**src/design/wtps_pkg.sv**
```systemverilog
// ----------------------------------------------------------------------------
// wtps_pkg
// Shared types and constants for the whitespace tolerant pattern search unit.
// ----------------------------------------------------------------------------
package wtps_pkg;

    // Pattern geometry
    localparam int MAX_PATTERN = 16;
    localparam int LEVELS      = 16;
    localparam int LEN_W       = 5;

    // Field widths
    localparam int BYTE_W  = 8;
    localparam int LINE_W  = 24;
    localparam int OFFS_W  = 32;
    localparam int COUNT_W = 32;

    // Configuration port
    localparam int APB_ADDR_W = 5;
    localparam int APB_DATA_W = 64;

    // Register indexes (taken from paddr[4:3])
    localparam logic [1:0] REG_PAT_LOW  = 2'd0;
    localparam logic [1:0] REG_PAT_HIGH = 2'd1;
    localparam logic [1:0] REG_PAT_LEN  = 2'd2;

    // Gap characters
    localparam logic [BYTE_W-1:0] CH_SPACE = 8'h20;
    localparam logic [BYTE_W-1:0] CH_TAB   = 8'h09;
    localparam logic [BYTE_W-1:0] CH_LF    = 8'h0A;

    // Output queue
    localparam int FIFO_DEPTH = 3;
    localparam int FIFO_PTR_W = $clog2(FIFO_DEPTH);
    localparam int FIFO_CNT_W = $clog2(FIFO_DEPTH + 1);

    // One result word
    typedef struct packed {
        logic [LINE_W-1:0]  line;
        logic [OFFS_W-1:0]  offset;
        logic [COUNT_W-1:0] total;
    } t_result;

    // Output queue status
    typedef struct packed {
        logic [FIFO_CNT_W-1:0] count;
        logic                  not_empty;
    } t_fifo_status;

endpackage

```
**src/design/wtps_out_fifo.sv**
```systemverilog
// ----------------------------------------------------------------------------
// wtps_out_fifo
// Small result queue that decouples the search logic from output stalls.
// ----------------------------------------------------------------------------
module wtps_out_fifo (
    input  logic                  i_clk,
    input  logic                  i_rst_n,
    input  logic                  i_push,
    input  wtps_pkg::t_result     i_data,
    input  logic                  i_pop,
    output wtps_pkg::t_result     o_data,
    output wtps_pkg::t_fifo_status o_status
);

    wtps_pkg::t_result                    r_mem [wtps_pkg::FIFO_DEPTH];
    logic [wtps_pkg::FIFO_PTR_W-1:0]      r_wr_ptr;
    logic [wtps_pkg::FIFO_PTR_W-1:0]      r_rd_ptr;
    logic [wtps_pkg::FIFO_CNT_W-1:0]      r_count;
    logic                                 w_pop;

    localparam logic [wtps_pkg::FIFO_PTR_W-1:0] PTR_LAST =
        wtps_pkg::FIFO_PTR_W'(wtps_pkg::FIFO_DEPTH - 1);

    // pop only a held word
    assign w_pop = i_pop && (r_count != '0);

    // pointers and fill level
    always_ff @(posedge i_clk) begin
        if (!i_rst_n) begin
            r_wr_ptr <= '0;
            r_rd_ptr <= '0;
            r_count  <= '0;
        end else begin
            if (i_push) begin
                r_wr_ptr <= (r_wr_ptr == PTR_LAST) ? '0 : r_wr_ptr + 1'b1;
            end
            if (w_pop) begin
                r_rd_ptr <= (r_rd_ptr == PTR_LAST) ? '0 : r_rd_ptr + 1'b1;
            end
            if (i_push && !w_pop) begin
                r_count <= r_count + 1'b1;
            end else if (!i_push && w_pop) begin
                r_count <= r_count - 1'b1;
            end
        end
    end

    // storage
    always_ff @(posedge i_clk) begin
        if (i_push) begin
            r_mem[r_wr_ptr] <= i_data;
        end
    end

    assign o_data             = r_mem[r_rd_ptr];
    assign o_status.count     = r_count;
    assign o_status.not_empty = (r_count != '0);

endmodule

```
**src/design/whitespace_tolerant_pattern_search_unit.sv**
```systemverilog
// ----------------------------------------------------------------------------
// whitespace_tolerant_pattern_search_unit
// Streaming pattern search that tolerates space, tab and line feed between
// pattern characters, reporting line, offset and running count per match.
// ----------------------------------------------------------------------------
// Takes one text byte per clock cycle while the input is not stalled. A byte
// lands in an input register and is resolved against all fifteen attempt
// trackers in parallel in the following cycle; a match word is written from
// that step into a three word result queue that drives the output. The input
// is stalled only while that queue plus the input register hold three words.
// The pattern is written through the APB port at byte addresses 0, 8 and 16;
// the user must write it only while no text is in flight, and the block itself
// leaves this to the user.
module whitespace_tolerant_pattern_search_unit (
    input  logic                                i_clk,
    input  logic                                i_rst_n,
    // text input
    input  logic                                i_in_valid,
    output logic                                o_in_stall,
    input  logic [wtps_pkg::BYTE_W-1:0]         i_text_byte,
    input  logic                                i_end_of_text,
    // match output
    output logic                                o_out_valid,
    input  logic                                i_out_stall,
    output logic [wtps_pkg::LINE_W-1:0]         o_match_line,
    output logic [wtps_pkg::OFFS_W-1:0]         o_match_offset,
    output logic [wtps_pkg::COUNT_W-1:0]        o_matches_so_far,
    // configuration
    input  logic                                psel,
    input  logic                                penable,
    input  logic                                pwrite,
    input  logic [wtps_pkg::APB_ADDR_W-1:0]     paddr,
    input  logic [wtps_pkg::APB_DATA_W-1:0]     pwdata,
    output logic [wtps_pkg::APB_DATA_W-1:0]     prdata,
    output logic                                pready
);

    localparam int LV = wtps_pkg::LEVELS;
    localparam logic [wtps_pkg::LINE_W-1:0]  LINE_MAX  = '1;
    localparam logic [wtps_pkg::OFFS_W-1:0]  OFFS_MAX  = '1;
    localparam logic [wtps_pkg::COUNT_W-1:0] COUNT_MAX = '1;

    // configuration registers
    logic [63:0]                      r_pat_low;
    logic [63:0]                      r_pat_high;
    logic [wtps_pkg::LEN_W-1:0]       r_pat_len;

    // input register
    logic                             r_in_valid;
    logic [wtps_pkg::BYTE_W-1:0]      r_in_byte;
    logic                             r_in_eot;

    // text state
    logic [LV-1:1]                    r_live;
    logic [wtps_pkg::LINE_W-1:0]      r_att_line [1:LV-1];
    logic [wtps_pkg::OFFS_W-1:0]      r_att_offs [1:LV-1];
    logic [wtps_pkg::OFFS_W-1:0]      r_byte_pos;
    logic [wtps_pkg::LINE_W-1:0]      r_line_cnt;
    logic [wtps_pkg::COUNT_W-1:0]     r_match_total;

    // next values
    logic [LV-1:1]                    n_live;
    logic [wtps_pkg::LINE_W-1:0]      n_att_line [1:LV-1];
    logic [wtps_pkg::OFFS_W-1:0]      n_att_offs [1:LV-1];
    logic [wtps_pkg::OFFS_W-1:0]      n_byte_pos;
    logic [wtps_pkg::LINE_W-1:0]      n_line_cnt;
    logic [wtps_pkg::COUNT_W-1:0]     n_match_total;

    logic                             w_done;
    logic [wtps_pkg::LINE_W-1:0]      w_res_line;
    logic [wtps_pkg::OFFS_W-1:0]      w_res_offs;
    wtps_pkg::t_result                w_result;
    wtps_pkg::t_result                w_fifo_data;
    wtps_pkg::t_fifo_status           w_fifo_st;
    logic                             w_in_accept;
    logic                             w_out_pop;
    logic                             w_cfg_wr;
    logic [127:0]                     w_pat;
    logic [wtps_pkg::LEN_W-1:0]       w_len;
    logic [wtps_pkg::LINE_W-1:0]      w_cur_line;
    logic                             w_gap;
    logic                             w_start;
    logic [LV-1:0]                    w_hit;

    // ------------------------------------------------------------------
    // configuration port
    // ------------------------------------------------------------------
    assign pready   = 1'b1;
    assign w_cfg_wr = psel && penable && pwrite && pready;

    always_comb begin
        unique case (paddr[4:3])
            wtps_pkg::REG_PAT_LOW:  prdata = r_pat_low;
            wtps_pkg::REG_PAT_HIGH: prdata = r_pat_high;
            wtps_pkg::REG_PAT_LEN:  prdata = {{(wtps_pkg::APB_DATA_W-wtps_pkg::LEN_W){1'b0}},
                                              r_pat_len};
            default:                prdata = '0;
        endcase
    end

    always_ff @(posedge i_clk) begin
        if (!i_rst_n) begin
            r_pat_low  <= '0;
            r_pat_high <= '0;
            r_pat_len  <= wtps_pkg::LEN_W'(1);
        end else if (w_cfg_wr) begin
            unique case (paddr[4:3])
                wtps_pkg::REG_PAT_LOW:  r_pat_low  <= pwdata;
                wtps_pkg::REG_PAT_HIGH: r_pat_high <= pwdata;
                wtps_pkg::REG_PAT_LEN:  r_pat_len  <= pwdata[wtps_pkg::LEN_W-1:0];
                default: ;
            endcase
        end
    end

    // ------------------------------------------------------------------
    // input handshake: stall once queue and input register hold three words
    // ------------------------------------------------------------------
    assign o_in_stall = ({1'b0, w_fifo_st.count} + {{wtps_pkg::FIFO_CNT_W{1'b0}}, r_in_valid})
                        >= (wtps_pkg::FIFO_CNT_W+1)'(wtps_pkg::FIFO_DEPTH);
    assign w_in_accept = i_in_valid && !o_in_stall;

    always_ff @(posedge i_clk) begin
        if (!i_rst_n) begin
            r_in_valid <= 1'b0;
        end else begin
            r_in_valid <= w_in_accept;
        end
    end

    always_ff @(posedge i_clk) begin
        if (w_in_accept) begin
            r_in_byte <= i_text_byte;
            r_in_eot  <= i_end_of_text;
        end
    end

    // ------------------------------------------------------------------
    // per-byte search step
    // ------------------------------------------------------------------
    assign w_pat = {r_pat_high, r_pat_low};

    // effective length, clamped to 1..MAX_PATTERN
    always_comb begin
        if (r_pat_len == '0) begin
            w_len = wtps_pkg::LEN_W'(1);
        end else if (r_pat_len > wtps_pkg::LEN_W'(wtps_pkg::MAX_PATTERN)) begin
            w_len = wtps_pkg::LEN_W'(wtps_pkg::MAX_PATTERN);
        end else begin
            w_len = r_pat_len;
        end
    end

    assign w_gap = (r_in_byte == wtps_pkg::CH_SPACE) || (r_in_byte == wtps_pkg::CH_TAB) ||
                   (r_in_byte == wtps_pkg::CH_LF);

    // byte equals pattern byte k
    always_comb begin
        for (int k = 0; k < LV; k++) begin
            w_hit[k] = (r_in_byte == w_pat[8*k +: 8]);
        end
    end

    assign w_start    = w_hit[0];
    assign n_byte_pos = (r_byte_pos == OFFS_MAX) ? r_byte_pos : r_byte_pos + 1'b1;
    assign w_cur_line = (r_line_cnt == LINE_MAX) ? r_line_cnt : r_line_cnt + 1'b1;

    // line count moves on a line feed that opens no attempt
    assign n_line_cnt = (!w_start && (r_in_byte == wtps_pkg::CH_LF) && (r_line_cnt != LINE_MAX))
                        ? r_line_cnt + 1'b1 : r_line_cnt;

    // tracker levels: first candidate wins unless the second starts earlier
    always_comb begin
        logic                        f_v;
        logic                        s_v;
        logic [wtps_pkg::LINE_W-1:0] f_line;
        logic [wtps_pkg::LINE_W-1:0] s_line;
        logic [wtps_pkg::OFFS_W-1:0] f_offs;
        logic [wtps_pkg::OFFS_W-1:0] s_offs;
        logic                        stay;
        f_v    = 1'b0;
        s_v    = 1'b0;
        f_line = '0;
        s_line = '0;
        f_offs = '0;
        s_offs = '0;
        stay   = 1'b0;
        for (int j = 1; j < LV; j++) begin
            stay = r_live[j] && (wtps_pkg::LEN_W'(j) < w_len) && !w_hit[j] && w_gap;
            if (j == 1) begin
                // held attempt first, new start second
                f_v    = stay;
                f_line = r_att_line[j];
                f_offs = r_att_offs[j];
                s_v    = w_start && (w_len > wtps_pkg::LEN_W'(1));
                s_line = w_cur_line;
                s_offs = n_byte_pos;
            end else begin
                // advancing attempt first, held attempt second
                f_v    = r_live[j-1] && w_hit[j-1] && (wtps_pkg::LEN_W'(j) < w_len);
                f_line = r_att_line[j-1];
                f_offs = r_att_offs[j-1];
                s_v    = stay;
                s_line = r_att_line[j];
                s_offs = r_att_offs[j];
            end
            if (f_v && !(s_v && (s_offs < f_offs))) begin
                n_live[j]     = 1'b1;
                n_att_line[j] = f_line;
                n_att_offs[j] = f_offs;
            end else begin
                n_live[j]     = s_v;
                n_att_line[j] = s_line;
                n_att_offs[j] = s_offs;
            end
        end
    end

    // done when level len-1 takes the last byte, or on a start if len is 1
    always_comb begin
        w_done     = 1'b0;
        w_res_line = '0;
        w_res_offs = '0;
        if (w_start && (w_len == wtps_pkg::LEN_W'(1))) begin
            w_done     = 1'b1;
            w_res_line = w_cur_line;
            w_res_offs = n_byte_pos;
        end
        for (int k = 1; k < LV; k++) begin
            if (r_live[k] && w_hit[k] && (wtps_pkg::LEN_W'(k + 1) == w_len)) begin
                w_done     = 1'b1;
                w_res_line = r_att_line[k];
                w_res_offs = r_att_offs[k];
            end
        end
    end

    assign n_match_total  = (w_done && (r_match_total != COUNT_MAX))
                            ? r_match_total + 1'b1 : r_match_total;
    assign w_result       = {w_res_line, w_res_offs, n_match_total};

    // control state; end of text clears everything after the byte
    always_ff @(posedge i_clk) begin
        if (!i_rst_n) begin
            r_live        <= '0;
            r_byte_pos    <= '0;
            r_line_cnt    <= '0;
            r_match_total <= '0;
        end else if (r_in_valid) begin
            if (r_in_eot) begin
                r_live        <= '0;
                r_byte_pos    <= '0;
                r_line_cnt    <= '0;
                r_match_total <= '0;
            end else begin
                r_live        <= n_live;
                r_byte_pos    <= n_byte_pos;
                r_line_cnt    <= n_line_cnt;
                r_match_total <= n_match_total;
            end
        end
    end

    // attempt start data, read only while live
    always_ff @(posedge i_clk) begin
        if (r_in_valid) begin
            r_att_line <= n_att_line;
            r_att_offs <= n_att_offs;
        end
    end

    // ------------------------------------------------------------------
    // result queue
    // ------------------------------------------------------------------
    assign w_out_pop = o_out_valid && !i_out_stall;

    wtps_out_fifo u_out_fifo (
        .i_clk    (i_clk),
        .i_rst_n  (i_rst_n),
        .i_push   (r_in_valid && w_done),
        .i_data   (w_result),
        .i_pop    (w_out_pop),
        .o_data   (w_fifo_data),
        .o_status (w_fifo_st)
    );

    assign o_out_valid      = w_fifo_st.not_empty;
    assign o_match_line     = w_fifo_data.line;
    assign o_match_offset   = w_fifo_data.offset;
    assign o_matches_so_far = w_fifo_data.total;

    // ------------------------------------------------------------------
    // assertions
    // ------------------------------------------------------------------
    // a result word never arrives at a full queue without a pop
    a_no_overflow: assert property (@(posedge i_clk) disable iff (!i_rst_n)
        (r_in_valid && w_done) |->
        ((w_fifo_st.count != wtps_pkg::FIFO_CNT_W'(wtps_pkg::FIFO_DEPTH)) || w_out_pop))
        else $error("result queue overflow");

    // end of text leaves no live attempt and cleared counters
    a_eot_clears: assert property (@(posedge i_clk) disable iff (!i_rst_n)
        (r_in_valid && r_in_eot) |=> ((r_live == '0) && (r_byte_pos == '0) &&
                                      (r_match_total == '0) && (r_line_cnt == '0)))
        else $error("state not cleared after end of text");

    // byte position saturates instead of wrapping
    a_pos_no_wrap: assert property (@(posedge i_clk) disable iff (!i_rst_n)
        (r_in_valid && !r_in_eot) |=> (r_byte_pos != '0))
        else $error("byte position wrapped");

    // a full queue always stalls the input
    a_stall_full: assert property (@(posedge i_clk) disable iff (!i_rst_n)
        (w_fifo_st.count == wtps_pkg::FIFO_CNT_W'(wtps_pkg::FIFO_DEPTH)) |-> o_in_stall)
        else $error("input taken with full result queue");

endmodule

```
**config.mk**
```make
export PLATFORM = sky130hd
export DESIGN_NAME = whitespace_tolerant_pattern_search_unit
export DESIGN_NICKNAME = d
export VERILOG_FILES = /design/src/design/wtps_pkg.sv /design/src/design/wtps_out_fifo.sv /design/src/design/whitespace_tolerant_pattern_search_unit.sv
export SDC_FILE = /design/constraint.sdc
export NUM_CORES = 2
export LEC_CHECK = 0
export BUFFER_PORTS_ARGS = -buffer_cell sky130_fd_sc_hd__buf_2
export CAP_MARGIN = 20
export CORE_MARGIN = 1.5
export CORE_UTILIZATION = 50
export DETAILED_ROUTE_END_ITERATION = 8
export PLACE_DENSITY = 0.67
export SYNTH_ARGS = -nofsm -noshare
export SYNTH_HDL_FRONTEND = slang
export SYNTH_HIERARCHICAL = 1
export SYNTH_SLANG_ARGS = --single-unit
```
**constraint.sdc**
```tcl
create_clock -name i_clk -period 22.5 [get_ports i_clk]
set_input_delay 4.5 -clock i_clk [delete_from_list [all_inputs] [get_ports i_clk]]
set_output_delay 4.5 -clock i_clk [all_outputs]
set_load 0.1 [all_outputs]
```
# Word level (Yosys, flattened, before mapping)
# Memories as Yosys holds them, arrays and structs flattened. A register that Yosys moved wholly into a read port is not among the register bits.
# Cells that the tools add are included.
[totals]
regBits = 1092
mem_bits_rw = 264
inputBits = 85
output_inout_bits = 155
elab_cells = 404
mem_count = 1
[op_classes]
addsub = 8
magnitude_cmp = 33
eq_ne = 43
muxes = 82
n_bitwise = 1
reduce_logical = 193
[memory_table]
columns = ["memory", "depth", "width", "rd", "rd_ports_with_merged_regs", "write_ports", "line", "source"]
rows = [
  ["u_out_fifo.r_mem", 3, 88, 1, 1, 1, "wtps_out_fifo.sv:15", "wtps_pkg::t_result r_mem [wtps_pkg::FIFO_DEPTH];"],
]
[op_table]
columns = ["cell", "n"]
rows = [
  ["$mux W32", 20],
  ["$lt A32 B32 Y1", 15],
  ["$mux W24", 19],
  ["$pmux W64 S3", 1],
  ["$logic_and A1 B1 Y1", 132],
  ["$eq A8 B8 Y1", 16],
  ["$add A32 B1 Y32 const B", 2],
  ["$eq A4 B5 Y1 const A", 8],
  ["$lt A4 B5 Y1 const A", 8],
  ["$reduce_and A2 Y1", 19],
  ["$logic_not A1 Y1", 35],
  ["$mux W1", 33],
  ["$eq A32 B32 Y1 const B", 1],
  ["$ne A32 B32 Y1 const B", 1],
  ["$add A24 B1 Y24 const B", 1],
  ["$eq A24 B24 Y1 const B", 1],
  ["$ne A24 B24 Y1 const B", 1],
  ["$eq A3 B5 Y1 const A", 4],
  ["$lt A3 B5 Y1 const A", 4],
  ["$eq A8 B4 Y1 const B", 2],
  ["$mux W15", 1],
  ["$mux W2", 6],
  ["$eq A2 B5 Y1 const A", 2],
  ["$lt A2 B5 Y1 const A", 2],
  ["18 further kinds", 26],
]

# Depth between registers and ports, before layout
[depth]
word_depth = 26
depth_mapped = 17
ltp_nobuf = 17

# Hierarchy
# Netlist, hierarchy kept.
[modules_own_cells]
columns = ["module", "n_inst", "cells_each", "area_per_inst_um2", "seq_area_each_um2"]
rows = [
  ["whitespace_tolerant_pattern_search_unit", 1, 5362, 57501.4, 30239.0],
  ["wtps_out_fifo", 1, 589, 10084.7, 8087.8],
]

# Worst setup path after synthesis
# OpenSTA, ideal clock, no wires.
[synth_timing]
path_type = "input-to-output"
startpoint = "input paddr[4] in the netlist's numbering"
endpoint = "output prdata[0] in the netlist's numbering"
arrival_time_ps = 7268
required_ps = 18000
slack_ps = 10732
path_stages = 4
path_buffers = 2
cell_sequence = "clkbuf_1 -> buf_1 -> mux2i_1 -> o21ai_0"
[synth_via]
elab_chain_len = 2
word_cells_on_any_way = 4
cone_classes = "eq/ne: 2; mux: 1; reduce/logical: 1"
[synth_lines]
columns = ["item", "line", "source"]
rows = [
  ["start, declared", "whitespace_tolerant_pattern_search_unit.sv:32", "input logic [wtps_pkg::APB_ADDR_W-1:0] paddr,"],
  ["$eq A2 B2 Y1, or another cell as far along", "whitespace_tolerant_pattern_search_unit.sv:92", "unique case (paddr[4:3])"],
  ["$pmux W64 S3 *", "whitespace_tolerant_pattern_search_unit.sv:92", ""],
  ["end, declared", "whitespace_tolerant_pattern_search_unit.sv:34", "output logic [wtps_pkg::APB_DATA_W-1:0] prdata,"],
]
# Mark *: on every way between the ends. The rest lies on a longest branch, timed or not.

# Worst setup path in the final report
[layout_timing]
startpoint = "input paddr[3] in the netlist's numbering"
endpoint = "output prdata[55] in the netlist's numbering"
# Same word-level chain as after synthesis.

==> impl_metrics.yaml <==
global_route:
  grt_first_pass_wirelength_mm: 286
  grt-ovfl-total: 0
  grt.busiest_layer: "met2"
  first_global_vias: 46600
  antenna_found_initial: 10
  use_met1_pct: 38.9
  met2_usage_pct: 42.6
  grt_max_degree: 95
  grtUsageMet3_pct: 4.88
  grtUsageTotal_pct: 27.4
clock_network:
  clock_latency_ns: 0.80
  clock_sinks: 1358
  postCtsSetupRepairBufs: 0
  htreeDepth: 4
  hold_buffers: 0
  cts_made_buffers: 146
  ctsResizeCount: 0
  cts_root_buf: "clkbuf_16"
  cts_tree: "yes"
  clk_pin_slew_ns: 0.06
  clock_path_buffers: 3
sta:
  setup_violations: 0
  slew_headroom_pct: 19.5
  fmax_mhz: 91.0
  final.setup.tns_ns: 0
  layout_worst_path_cycle_share_pct: 48.8
  slew_violations: 0
  worst_pin_slew_ns: 1.20
  fin_worst_skew_ns: 0.0404
  rsz0062_at_grt: "no"
  period_needed_ns: 10.99
  finalHoldViolations: 0
detailed_routing:
  avgViaCountPerCell: 6.12
  drtPass1Iterations: 6
  vias: 49200
  drt-total-wl_mm: 192
  ant_nets: 0
  wl_per_cell_um: 23.9
  drtIter0Drc: 5879
  drc: 0
synthesis:
  synth_top_area_share_pct: 49.5
  synthesis.area_mm2: 0.0676
  synth_area_leaders: "edfxtp_1, ha_1, dfxtp_1"
  syn_inst: 5951
  ys_ff_latch: 1358
  avgSynthCellArea_um2: 11.4
  synthArstFlopShare_pct: 0
  synthesis.nets: 6508
  synthFlopType: "edfxtp_1"
  synth.distinct_cells: 89
  synth_enable_flop_cells: 1113
  seq_area_frac_synth_pct: 56.7
  yosysTopAreaCell: "edfxtp_1"
  yosysWarnings: 6
place:
  dpl.hpwl_mm: 135
  gp_congestion: 0.925
  port_buffers: 235
  dp.cells: 7757
  post_dp_cell_area_mm2: 0.0707
worst_setup_path:
  critPathLaunchType: "input pin"
  cp-end-kind: "output port"
  reg2reg_depth: 17
  required_ns: 18.00
  cp_max_fo: 41
  worst-setup-path-type: "in2out"
  worstPathArrival_ns: 6.49
hold_path:
  hold_class: "reg2reg"
  holdPathStages: 0
run:
  drv_cap: 0
pwr:
  power_leakage_nw: 28.6
  ir_worst_vdd_v: 0.0000669
  p_clk_share_pct: 45.7
  p_seq_share_pct: 52.4
  p_per_area_mw_per_mm2: 68.3
  power_switching_mw: 1.11
  intPower_mw: 4.04
  combPwrFrac_pct: 1.9
  p_sw_share_pct: 21.6
  total_power_mw: 5.15
die:
  start_util_pct: 50.5
  die_w_um: 371
  fp.dieH_um: 371
  rows: 134
  core_mm2: 0.134
  io_pins: 240
  die_area_mm2: 0.137
layout:
  fin_nets: 6699
  instances_no_fill: 8032
  fin_area_mm2: 0.0754
  utilization_pct: 56.3
  drive_gt1_share_pct: 10.2
  syn2layout_area_growth_pct: 11.5
outcome:
  status: "finished, final reports clean"
-- metrics by stage --
step,hold slack (ns),setup slack [ns]
2_1_floorplan,0.417,10.73
3_3_place_gp,0.422,11.55
3_5_place_dp,0.427,11.54
4_1_cts,0.427,11.54
5_1_grt,0.450,11.43
6_report,0.438,11.51
-- worst paths after layout --
kind / start / endpoint / slack (ns)
hold reg to reg: r_att_line[234] / r_att_line[210] / 0.44
setup reg to reg: r_byte_pos[0] / r_att_offs[458] / 15.50
hold / removal: r_att_line[234] / r_att_line[210] / 0.44
setup / recovery: paddr[3] / prdata[55] / 11.51
-- power groups by stage --
stage,combinational [mW],clock (mW),sequential (mW)
4_1_cts,0.0975,2.37,2.70
3_3_place_gp,0.0958,0,2.75
3_5_place_dp,0.0971,0,2.75
5_1_grt,0.106,2.47,2.69
2_1_floorplan,0.0640,0,2.75
6_report,0.0992,2.35,2.70
-- cells by family after synthesis --
family / after synthesis / share of synthesized area [%]
mux: 164 / 2.43
fa+ha+maj: 472 / 8.74
xor+xnor: 208 / 2.70
flops: 1358 / 56.7
compound gates: 1515 / 14.4
buf+inv: 760 / 4.55
simple gates: 1473 / 10.5
other cells: 1 / 0.00555
-- layout make-up --
class | count | area, um2
Antenna cell | 4 | 10.0
Clock buffer | 195 | 3970
Clock inverter | 71 | 666
Fill cell | 11100 | 58400
Inverter | 457 | 1720
Multi-Input combinational cell | 3833 | 26400
Sequential cell | 1358 | 38300
Tap cell | 1768 | 2210
Timing Repair Buffer | 346 | 2010
-- critical path, cell delays in order --
cell and delay (ns):
buf_4 0.36, buf_4 0.69, mux2i_1 0.18, nor2_1 0.24, buf_2 0.48
-- registers in the layout (all words and copies together), names as in the netlist, 5 cells and up, named ones only --
signal,count
r_match_total,32
r_line_cnt,24
r_att_line,360
r_pat_len,5
r_pat_high,64
r_byte_pos,32
r_att_offs,480
r_pat_low,64
r_live,15
u_out_fifo/r_mem,264
r_in_byte,8
-- metal layers --
metal,wire [um],share of wire (%)
met1,81900,43
met2,87200,45
met3,17300,9.0
met4,5810,3.0
met5,40,0.021
-- layout by cell type (no fill, tap or decap), drive strengths merged, types with 58 or more instances in the layout --
cell	n
dfxtp	245
clkbuf	195
nand2	572
edfxtp	1113
nor2	312
a21o	109
mux2i	161
o22ai	80
buf	346
o221ai	58
xnor2	69
o21ai	362
a21oi	458
nor3	83
a221oi	60
nand3	80
ha	472
inv	462
nor2b	65
nand4	101
xor2	139
-- Yosys cell counts, drive strengths merged (60+ instances only) --
cell       n
nor2b     65
dfxtp    245
xor2     139
nor2     312
nand4    101
mux2i    161
xnor2     69
o21ai    362
o22ai     80
buf       92
ha       472
clkbuf   211
a21oi    458
nand3     80
a221oi    60
edfxtp  1113
nor3      83
inv      457
a21o     109
nand2    572
(Power assumes the default switching activity.)
